`src/design/msd_pkg.sv`:
```
`timescale 1ns / 1ps
// ----------------------------------------------------------------------------
// msd_pkg
// Shared widths, parser state codes and the result record of the deframer.
// ----------------------------------------------------------------------------
package msd_pkg;

	localparam int BYTE_W = 8;
	localparam int LEN_W  = 22;

	localparam logic [BYTE_W-1:0] HDR_CONT_BIT = 8'h80;
	localparam logic [BYTE_W-1:0] HDR_DEFL_BIT = 8'h40;
	localparam logic [BYTE_W-1:0] HDR_LOW7     = 8'h7f;
	localparam logic [BYTE_W-1:0] HDR_LOW6     = 8'h3f;

	typedef enum logic [3:0] {
		PH_HDR1 = 4'b0001,
		PH_HDR2 = 4'b0010,
		PH_HDR3 = 4'b0100,
		PH_BODY = 4'b1000
	} phase_t;

	typedef struct packed {
		logic [BYTE_W-1:0] payload_byte;
		logic              last_of_message;
		logic              empty_message;
		logic              huffman_coded;
		logic              deflate_coded;
		logic [LEN_W-1:0]  message_length;
	} result_t;

endpackage

```
`src/design/message_stream_deframer_core.sv`:
```
`timescale 1ns / 1ps
// ----------------------------------------------------------------------------
// message_stream_deframer_core
// Splits a byte stream into messages with 1 to 3 byte headers and forwards
// each payload byte with its coding flags, or one marker for an empty message.
//
//   channel  direction  handshake            payload
//   rx       in         rx_valid/rx_stall    rx_byte
//   res      out        res_valid/res_stall  payload_byte, last_of_message,
//                                            empty_message, huffman_coded,
//                                            deflate_coded, message_length
//
// one byte per cycle sustained while no result is held back by res_stall;
// a result passes the input register, then the result register
// header bytes that give no result pass the input register without waiting
// reset clears the parser to expect a first header byte, flags huffman
// res_stall backs up through the input register to rx_stall in the same cycle
// ----------------------------------------------------------------------------
module message_stream_deframer_core (
	input  logic                       clk,
	input  logic                       arst_n,
	input  logic                       rx_valid,
	output logic                       rx_stall,
	input  logic [msd_pkg::BYTE_W-1:0] rx_byte,
	output logic                       res_valid,
	input  logic                       res_stall,
	output logic [msd_pkg::BYTE_W-1:0] payload_byte,
	output logic                       last_of_message,
	output logic                       empty_message,
	output logic                       huffman_coded,
	output logic                       deflate_coded,
	output logic [msd_pkg::LEN_W-1:0]  message_length
);
	import msd_pkg::*;

	logic              valid_s1;
	logic [BYTE_W-1:0] byte_s1;
	logic              has_res;
	logic              out_free;
	logic              adv;
	result_t           res_c;
	result_t           res_o;

	assign adv      = valid_s1 && (!has_res || out_free);
	assign rx_stall = valid_s1 && !adv;

	always_ff @(posedge clk or negedge arst_n) begin
		if (!arst_n) begin
			valid_s1 <= 1'b0;
		end else if (!rx_stall) begin
			valid_s1 <= rx_valid;
		end
	end

	always_ff @(posedge clk) begin
		if (rx_valid && !rx_stall) begin
			byte_s1 <= rx_byte;
		end
	end

	msd_parser u_parser (
		.clk     (clk),
		.arst_n  (arst_n),
		.rx_byte (byte_s1),
		.fire    (adv),
		.has_res (has_res),
		.res     (res_c)
	);

	msd_out_reg u_out (
		.clk     (clk),
		.arst_n  (arst_n),
		.load    (adv && has_res),
		.res_in  (res_c),
		.stall   (res_stall),
		.valid   (res_valid),
		.free    (out_free),
		.res_out (res_o)
	);

	assign payload_byte    = res_o.payload_byte;
	assign last_of_message = res_o.last_of_message;
	assign empty_message   = res_o.empty_message;
	assign huffman_coded   = res_o.huffman_coded;
	assign deflate_coded   = res_o.deflate_coded;
	assign message_length  = res_o.message_length;

	a_stall_needs_item: assert property (@(posedge clk) disable iff (!arst_n)
		rx_stall |-> valid_s1 && has_res && res_valid && res_stall)
		else $error("input stalled without a blocked result");

	a_take_fills: assert property (@(posedge clk) disable iff (!arst_n)
		adv && has_res |=> res_valid)
		else $error("result lost");

	a_flags_exclusive: assert property (@(posedge clk) disable iff (!arst_n)
		res_valid |-> huffman_coded != deflate_coded)
		else $error("coding flags inconsistent");

endmodule

```
`src/design/msd_parser.sv`:
```
`timescale 1ns / 1ps
// ----------------------------------------------------------------------------
// msd_parser
// Header decode and payload countdown; builds the result for one stream byte
// and updates the message state when that byte moves on.
// ----------------------------------------------------------------------------
module msd_parser (
	input  logic                      clk,
	input  logic                      arst_n,
	input  logic [msd_pkg::BYTE_W-1:0] rx_byte,
	input  logic                      fire,
	output logic                      has_res,
	output msd_pkg::result_t          res
);
	import msd_pkg::*;

	phase_t             phase_q, phase_d;
	logic [LEN_W-1:0]   length_q, length_d;
	logic [LEN_W-1:0]   left_q, left_d;
	logic               defl_q, defl_d;
	logic               huff_q, huff_d;
	logic               hdr_done;
	logic               body_last;

	assign body_last = (left_q <= LEN_W'(1));

	always_comb begin
		phase_d  = phase_q;
		length_d = length_q;
		left_d   = left_q;
		defl_d   = defl_q;
		huff_d   = huff_q;
		hdr_done = 1'b0;
		case (phase_q)
			PH_HDR1: begin
				length_d = LEN_W'(rx_byte & HDR_LOW7);
				defl_d   = 1'b0;
				huff_d   = 1'b1;
				if ((rx_byte & HDR_CONT_BIT) != '0) begin
					phase_d = PH_HDR2;
				end else begin
					hdr_done = 1'b1;
				end
			end
			PH_HDR2: begin
				if ((rx_byte & HDR_CONT_BIT) != '0) begin
					defl_d   = 1'b1;
					huff_d   = 1'b0;
					length_d = length_q | (LEN_W'(rx_byte & HDR_LOW7) << 7);
					phase_d  = PH_HDR3;
				end else begin
					if ((rx_byte & HDR_DEFL_BIT) != '0) begin
						defl_d = 1'b1;
						huff_d = 1'b0;
					end
					length_d = length_q | (LEN_W'(rx_byte & HDR_LOW6) << 7);
					hdr_done = 1'b1;
				end
			end
			PH_HDR3: begin
				length_d = length_q | (LEN_W'(rx_byte) << 14);
				hdr_done = 1'b1;
			end
			PH_BODY: begin
				if (body_last) begin
					left_d  = '0;
					phase_d = PH_HDR1;
				end else begin
					left_d = left_q - LEN_W'(1);
				end
			end
			default: begin
				phase_d = PH_HDR1;
			end
		endcase
		if (hdr_done) begin
			if (length_d == '0) begin
				left_d  = '0;
				phase_d = PH_HDR1;
			end else begin
				left_d  = length_d;
				phase_d = PH_BODY;
			end
		end
	end

	always_comb begin
		has_res             = 1'b0;
		res.payload_byte    = '0;
		res.last_of_message = 1'b1;
		res.empty_message   = 1'b1;
		res.huffman_coded   = huff_d;
		res.deflate_coded   = defl_d;
		res.message_length  = length_d;
		if (phase_q == PH_BODY) begin
			has_res             = 1'b1;
			res.payload_byte    = rx_byte;
			res.last_of_message = body_last;
			res.empty_message   = 1'b0;
		end else if (hdr_done && length_d == '0) begin
			has_res = 1'b1;
		end
	end

	always_ff @(posedge clk or negedge arst_n) begin
		if (!arst_n) begin
			phase_q  <= PH_HDR1;
			length_q <= '0;
			left_q   <= '0;
			defl_q   <= 1'b0;
			huff_q   <= 1'b1;
		end else if (fire) begin
			phase_q  <= phase_d;
			length_q <= length_d;
			left_q   <= left_d;
			defl_q   <= defl_d;
			huff_q   <= huff_d;
		end
	end

	a_body_nonzero: assert property (@(posedge clk) disable iff (!arst_n)
		phase_q == PH_BODY |-> left_q != '0)
		else $error("payload phase with nothing left");

	a_left_bound: assert property (@(posedge clk) disable iff (!arst_n)
		phase_q == PH_BODY |-> left_q <= length_q)
		else $error("countdown above message length");

	a_empty_restart: assert property (@(posedge clk) disable iff (!arst_n)
		fire && has_res && res.empty_message |=> phase_q == PH_HDR1)
		else $error("empty message did not restart header");

endmodule

```
`src/design/msd_out_reg.sv`:
```
`timescale 1ns / 1ps
// ----------------------------------------------------------------------------
// msd_out_reg
// Result register: holds one result until the downstream side takes it.
// ----------------------------------------------------------------------------
module msd_out_reg (
	input  logic             clk,
	input  logic             arst_n,
	input  logic             load,
	input  msd_pkg::result_t res_in,
	input  logic             stall,
	output logic             valid,
	output logic             free,
	output msd_pkg::result_t res_out
);
	import msd_pkg::*;

	logic    valid_q;
	result_t res_q;

	assign free    = !valid_q || !stall;
	assign valid   = valid_q;
	assign res_out = res_q;

	always_ff @(posedge clk or negedge arst_n) begin
		if (!arst_n) begin
			valid_q <= 1'b0;
		end else if (load) begin
			valid_q <= 1'b1;
		end else if (!stall) begin
			valid_q <= 1'b0;
		end
	end

	always_ff @(posedge clk) begin
		if (load) begin
			res_q <= res_in;
		end
	end

	a_no_overwrite: assert property (@(posedge clk) disable iff (!arst_n)
		valid_q && stall |-> !load)
		else $error("held item overwritten");

	a_empty_is_last: assert property (@(posedge clk) disable iff (!arst_n)
		valid_q && res_q.empty_message |-> res_q.last_of_message && res_q.payload_byte == '0)
		else $error("empty marker malformed");

	a_empty_no_len: assert property (@(posedge clk) disable iff (!arst_n)
		valid_q && res_q.empty_message |-> res_q.message_length == '0)
		else $error("empty marker with length");

endmodule
```
`config.mk`:
```
export PLATFORM = sky130hd
export DESIGN_NAME = message_stream_deframer_core
export DESIGN_NICKNAME = d
export VERILOG_FILES = /design/src/design/msd_pkg.sv /design/src/design/message_stream_deframer_core.sv /design/src/design/msd_parser.sv /design/src/design/msd_out_reg.sv
export SDC_FILE = /design/constraint.sdc
export NUM_CORES = 1
export LEC_CHECK = 0
export ABC_CLOCK_PERIOD_IN_PS = 3900
export BUFFER_PORTS_ARGS = -buffer_cell sky130_fd_sc_hd__buf_2
export CORE_MARGIN = 8
export CORE_UTILIZATION = 35
export DETAILED_ROUTE_END_ITERATION = 8
export SLEW_MARGIN = 10
export SYNTH_ARGS = -nofsm -noshare
export SYNTH_HDL_FRONTEND = slang
export SYNTH_SLANG_ARGS = --single-unit
```
`constraint.sdc`:
```
create_clock -name clk -period 3.9 [get_ports clk]
set_input_delay 0.195 -clock clk [delete_from_list [all_inputs] [get_ports clk]]
set_output_delay 0.195 -clock clk [all_outputs]
set_load 0.01 [all_outputs]
```
==> impl_results.rst <==
.. list-table::
   :header-rows: 1

   * - Metric
     - Value
   * - Status
     - finished, final reports clean
   * - Worst reg2reg path endpoint
     - byte_s1[2]
   * - Post-synthesis area per instance
     - roughly 11 um^2
   * - Register bit total from synthesis
     - 94
   * - Count of nets left with antenna violations after detail routing
     - 0
   * - Mean routed wirelength per cell
     - 18.3 um
   * - Cell area after synthesis
     - around 4800 um^2
   * - Syn Nets
     - approximately 450
   * - Floorplan die area
     - roughly 18000 um^2
   * - Post-synthesis cell type with the largest combined area
     - sky130_fd_sc_hd__edfxtp_1
   * - Antenna violations before repair
     - 0
   * - Maximum fanout encountered on the critical timing path
     - 14
   * - Power per unit of standard cell area
     - 697 nW/um^2
   * - Final Hold Fails
     - 0
   * - Count leader, synth
     - sky130_fd_sc_hd__dfrtp_1
   * - Number of primary I/O pins
     - 48
   * - Yosys synthesis warning count
     - 0
   * - Capturing element type of the critical path
     - output port
   * - Reg clk slew, reported paths
     - ~0.07 ns
   * - Signed area change from the synthesized netlist to the final layout
     - 16.6%
   * - Final number of max-transition violations
     - 0
   * - Die Y-Extent
     - 133 um
   * - Number of clock sinks
     - 94
   * - Ys flop type
     - sky130_fd_sc_hd__dfrtp_1
   * - WS Path Type
     - flip-flop to output port
   * - CTS root buf
     - sky130_fd_sc_hd__clkbuf_16
   * - Via count normalized by instance count
     - 5.49
   * - Drt pass-1 iters
     - 5
   * - Post-route minimum period
     - roughly 3.7 ns
   * - Clk_skew
     - about 0.0075 ns
   * - Vias in the first global route
     - approximately 3600
   * - Number of cell rows
     - 42
   * - Arrival time reported for the critical path endpoint
     - about 3.5 ns
   * - Insertion delay to the later sink of the worst-skew pair
     - between 0.3 and 0.4 ns
   * - Portion of synthesized cell area occupied by the leading cell type
     - between 20% and 30%
   * - Max-Cap Viols
     - 0
   * - Final setup vio count
     - 0
   * - Worst Reg-to-Reg Cells
     - 10
   * - Setup repair after global routing missed its margin
     - no
   * - Global Route Usage Sum
     - 14.2%
   * - Sum of negative setup slack
     - 0 ns
   * - Asr flop ratio synth
     - 55.3%
   * - Fraction of final layout cells with drive strength greater than 1
     - 25.1%
   * - Reg-to-reg setup timing slack
     - about 0.3 ns
   * - Final net count
     - around 500
   * - Setup crit end
     - rx_stall
   * - Detailed-placement wirelength estimate
     - approximately 8.5 mm
   * - Sequential element share of the synthesized area
     - around 54%
   * - Overflow left after global routing
     - 0
   * - Slew of the pin with the lowest slew margin
     - 1.12 ns
   * - Number of buffers added by the clock tree synthesis step
     - 9
   * - Wire length of the first global-routing pass
     - between 15 and 20 mm
   * - Maximum buffer depth of the clock tree
     - 2
   * - Total wirelength of the detailed-routed design
     - 12.2 mm
   * - Number of port buffers
     - 47
   * - Post-synth top cells
     - sky130_fd_sc_hd__dfrtp_1 (50), sky130_fd_sc_hd__nor2_1 (44), sky130_fd_sc_hd__edfxtp_1 (42), sky130_fd_sc_hd__o21ai_0 (38), sky130_fd_sc_hd__nand2_1 (33)
   * - Period utilisation layout
     - a little over nine tenths
   * - Data required, critical path
     - roughly 3.7 ns
   * - HP Class
     - input port to flip-flop
   * - Crit path launch type
     - flip-flop
   * - Initial drt markers
     - between 200 and 300
   * - Diode insertion count for antenna repair
     - 0
   * - Max rail drop VDD
     - ~0.33 mV
   * - Detailed-route via count
     - ~3700
   * - Number of remaining DRC errors
     - 0
   * - Count of unique library cells instantiated by Yosys
     - 58
   * - Largest cells by area after synthesis
     - sky130_fd_sc_hd__edfxtp_1 (26%), sky130_fd_sc_hd__dfrtp_1 (26%), sky130_fd_sc_hd__mux2_4 (6.3%)
   * - Die X-Extent
     - ~130 um
   * - Placeable core region
     - 13300 um^2
   * - Deepest level of the CTS H-tree
     - 3
   * - Clock tree from TritonCTS
     - yes
   * - Pin count of the biggest net entering global routing
     - between 40 and 50
   * - Count of buffers added by post-CTS timing repair for setup
     - 0
   * - Static Leakage
     - ~2.2 nW
   * - CP Launch Point
     - u_parser.phase_q[2]
   * - Worst slew margin
     - 24.7%
   * - Post-synthesis instance total
     - approximately 430
   * - Final GP Congestion
     - around 0.81
   * - Starting utilization of the core area
     - 35.8%
   * - Peak Freq
     - approximately 0.27 GHz
   * - Origin of the critical flop-to-flop path
     - u_parser.phase_q[2]
   * - Tightest hold margin
     - around 0.019 ns
   * - Number of enable flip-flop cells after synthesis
     - 42
report_power, final:
group	leakage, nW	switching, mW	internal, mW
clock	0.156	0.379	0.581
sequential	1.05	0.237	1.29
combinational	1.01	0.854	0.532
total	2.23	1.47	2.40
layout make-up:
cell class | count | area [um^2]
multi-input combinational | 296 | 1980
inverter | 18 | 67.6
clock inverter | 5 | 81.3
fill | 1247 | 7740
sequential | 94 | 2560
tap | 176 | 220
clock buffer | 11 | 243
timing repair buffer | 66 | 393
critical path, stage by stage (launching register included):
cell and delay (ns):
sky130_fd_sc_hd__dfrtp_1 0.53, sky130_fd_sc_hd__buf_4 0.25, sky130_fd_sc_hd__or4b_1 0.53, sky130_fd_sc_hd__a211oi_1 0.70, sky130_fd_sc_hd__nand3b_1 0.28, sky130_fd_sc_hd__nor4b_4 0.08, sky130_fd_sc_hd__and4_4 0.19, sky130_fd_sc_hd__o21ai_1 0.33
sky130_fd_sc_hd__nor2_1 0.12, sky130_fd_sc_hd__buf_2 0.16
how the worst min path moves through the flow:
stage	from	end	slack, ns	depth (start not counted)
after detailed placement	arst_n	u_parser.length_q[0]	0.13	1
after global placement	arst_n	u_parser.length_q[0]	0.14	1
after CTS	rx_byte[1]	byte_s1[1]	0.003	1
after global routing	rx_byte[1]	byte_s1[1]	0.007	1
final	rx_byte[1]	byte_s1[1]	0.02	1
after floorplan	arst_n	u_out.valid	-0.10	0
routing by layer:
| layer | share of wire, % | routed length (um) | track usage [%] | vias to the layer above |
|---|---|---|---|---|
| met3 | 4.8 | 583 | 3.03 | 19 |
| met4 | 2.4 | 298 | 6.50 | 0 |
| met5 | 0 | 0 | 0 | - |
| li1 | - | - | - | 1703 |
| met1 | 45 | 5470 | 18.4 | 1823 |
| met2 | 48 | 5850 | 22.2 | 109 |
cells in the final DEF (no fill, tap or decap), drive strengths merged, types with 2 or more instances in the layout:
master,synthesis,final
nor3,12,12
a32oi,7,7
nor2,45,45
or4b,8,8
o31ai,2,2
o21ai,48,48
a31oi,7,7
nand2b,3,3
nand2,33,33
or2,3,3
o21a,2,2
a21o,2,2
ha,2,2
nand3b,5,5
inv,18,19
nor4,9,9
and2,9,9
a32o,2,2
dfstp,2,2
a211oi,7,7
nand4,3,3
a22oi,7,7
dfrtp,50,50
mux2,25,25
or4,4,4
clkbuf,9,11
nand3,7,7
nor2b,3,3
a21oi,24,24
nor4b,3,3
bufinv,0,2
edfxtp,42,42
buf,15,65
o22ai,2,2
o31a,2,2
kinds of logic (layout without fill, tap and decap cells):
family	Yosys count	count (layout)	share of synthesized area (%)
and+or+nand+nor	153	153	17.9
xor gates and xnor gates	1	1	0.184
AOI/OAI and AO/OA	115	115	15.3
buffers and inverters	42	100	4.75
muxes	25	25	7.49
adders and majority gates	2	2	0.525
DFF	94	94	53.8
flip-flops by register name, indices dropped and copies added (netlist names):
register,flops
u_out.res_out,34
u_parser.left_q,22
u_parser.length_q,22
byte_s1,8
u_parser.phase_q,4
u_out.valid,1
u_parser.defl_q,1
u_parser.huff_q,1
valid_s1,1
what timing repair did:
action	4_1_cts	5_1_grt
endpoints found under the hold margin	12	0
hold buffers	1	0
resized for setup	0	0
through the flow:
stage / util, % / worst slack, ns / cell area (um^2) / std cells / power [mW]
after global placement: 39.3 / 0.368 / 5220 / 649 / 2.86
after global routing: 41.8 / 0.0143 / 5550 / 666 / 4.11
final: 41.8 / 0.175 / 5550 / 666 / 3.87
after detailed placement: 39.3 / 0.362 / 5220 / 649 / 2.90
after floorplan: - / 0.434 / 4770 / 432 / 2.52
after CTS: 41.8 / 0.199 / 5550 / 666 / 3.89
No activity file was read; power rests on OpenSTA's default activity.
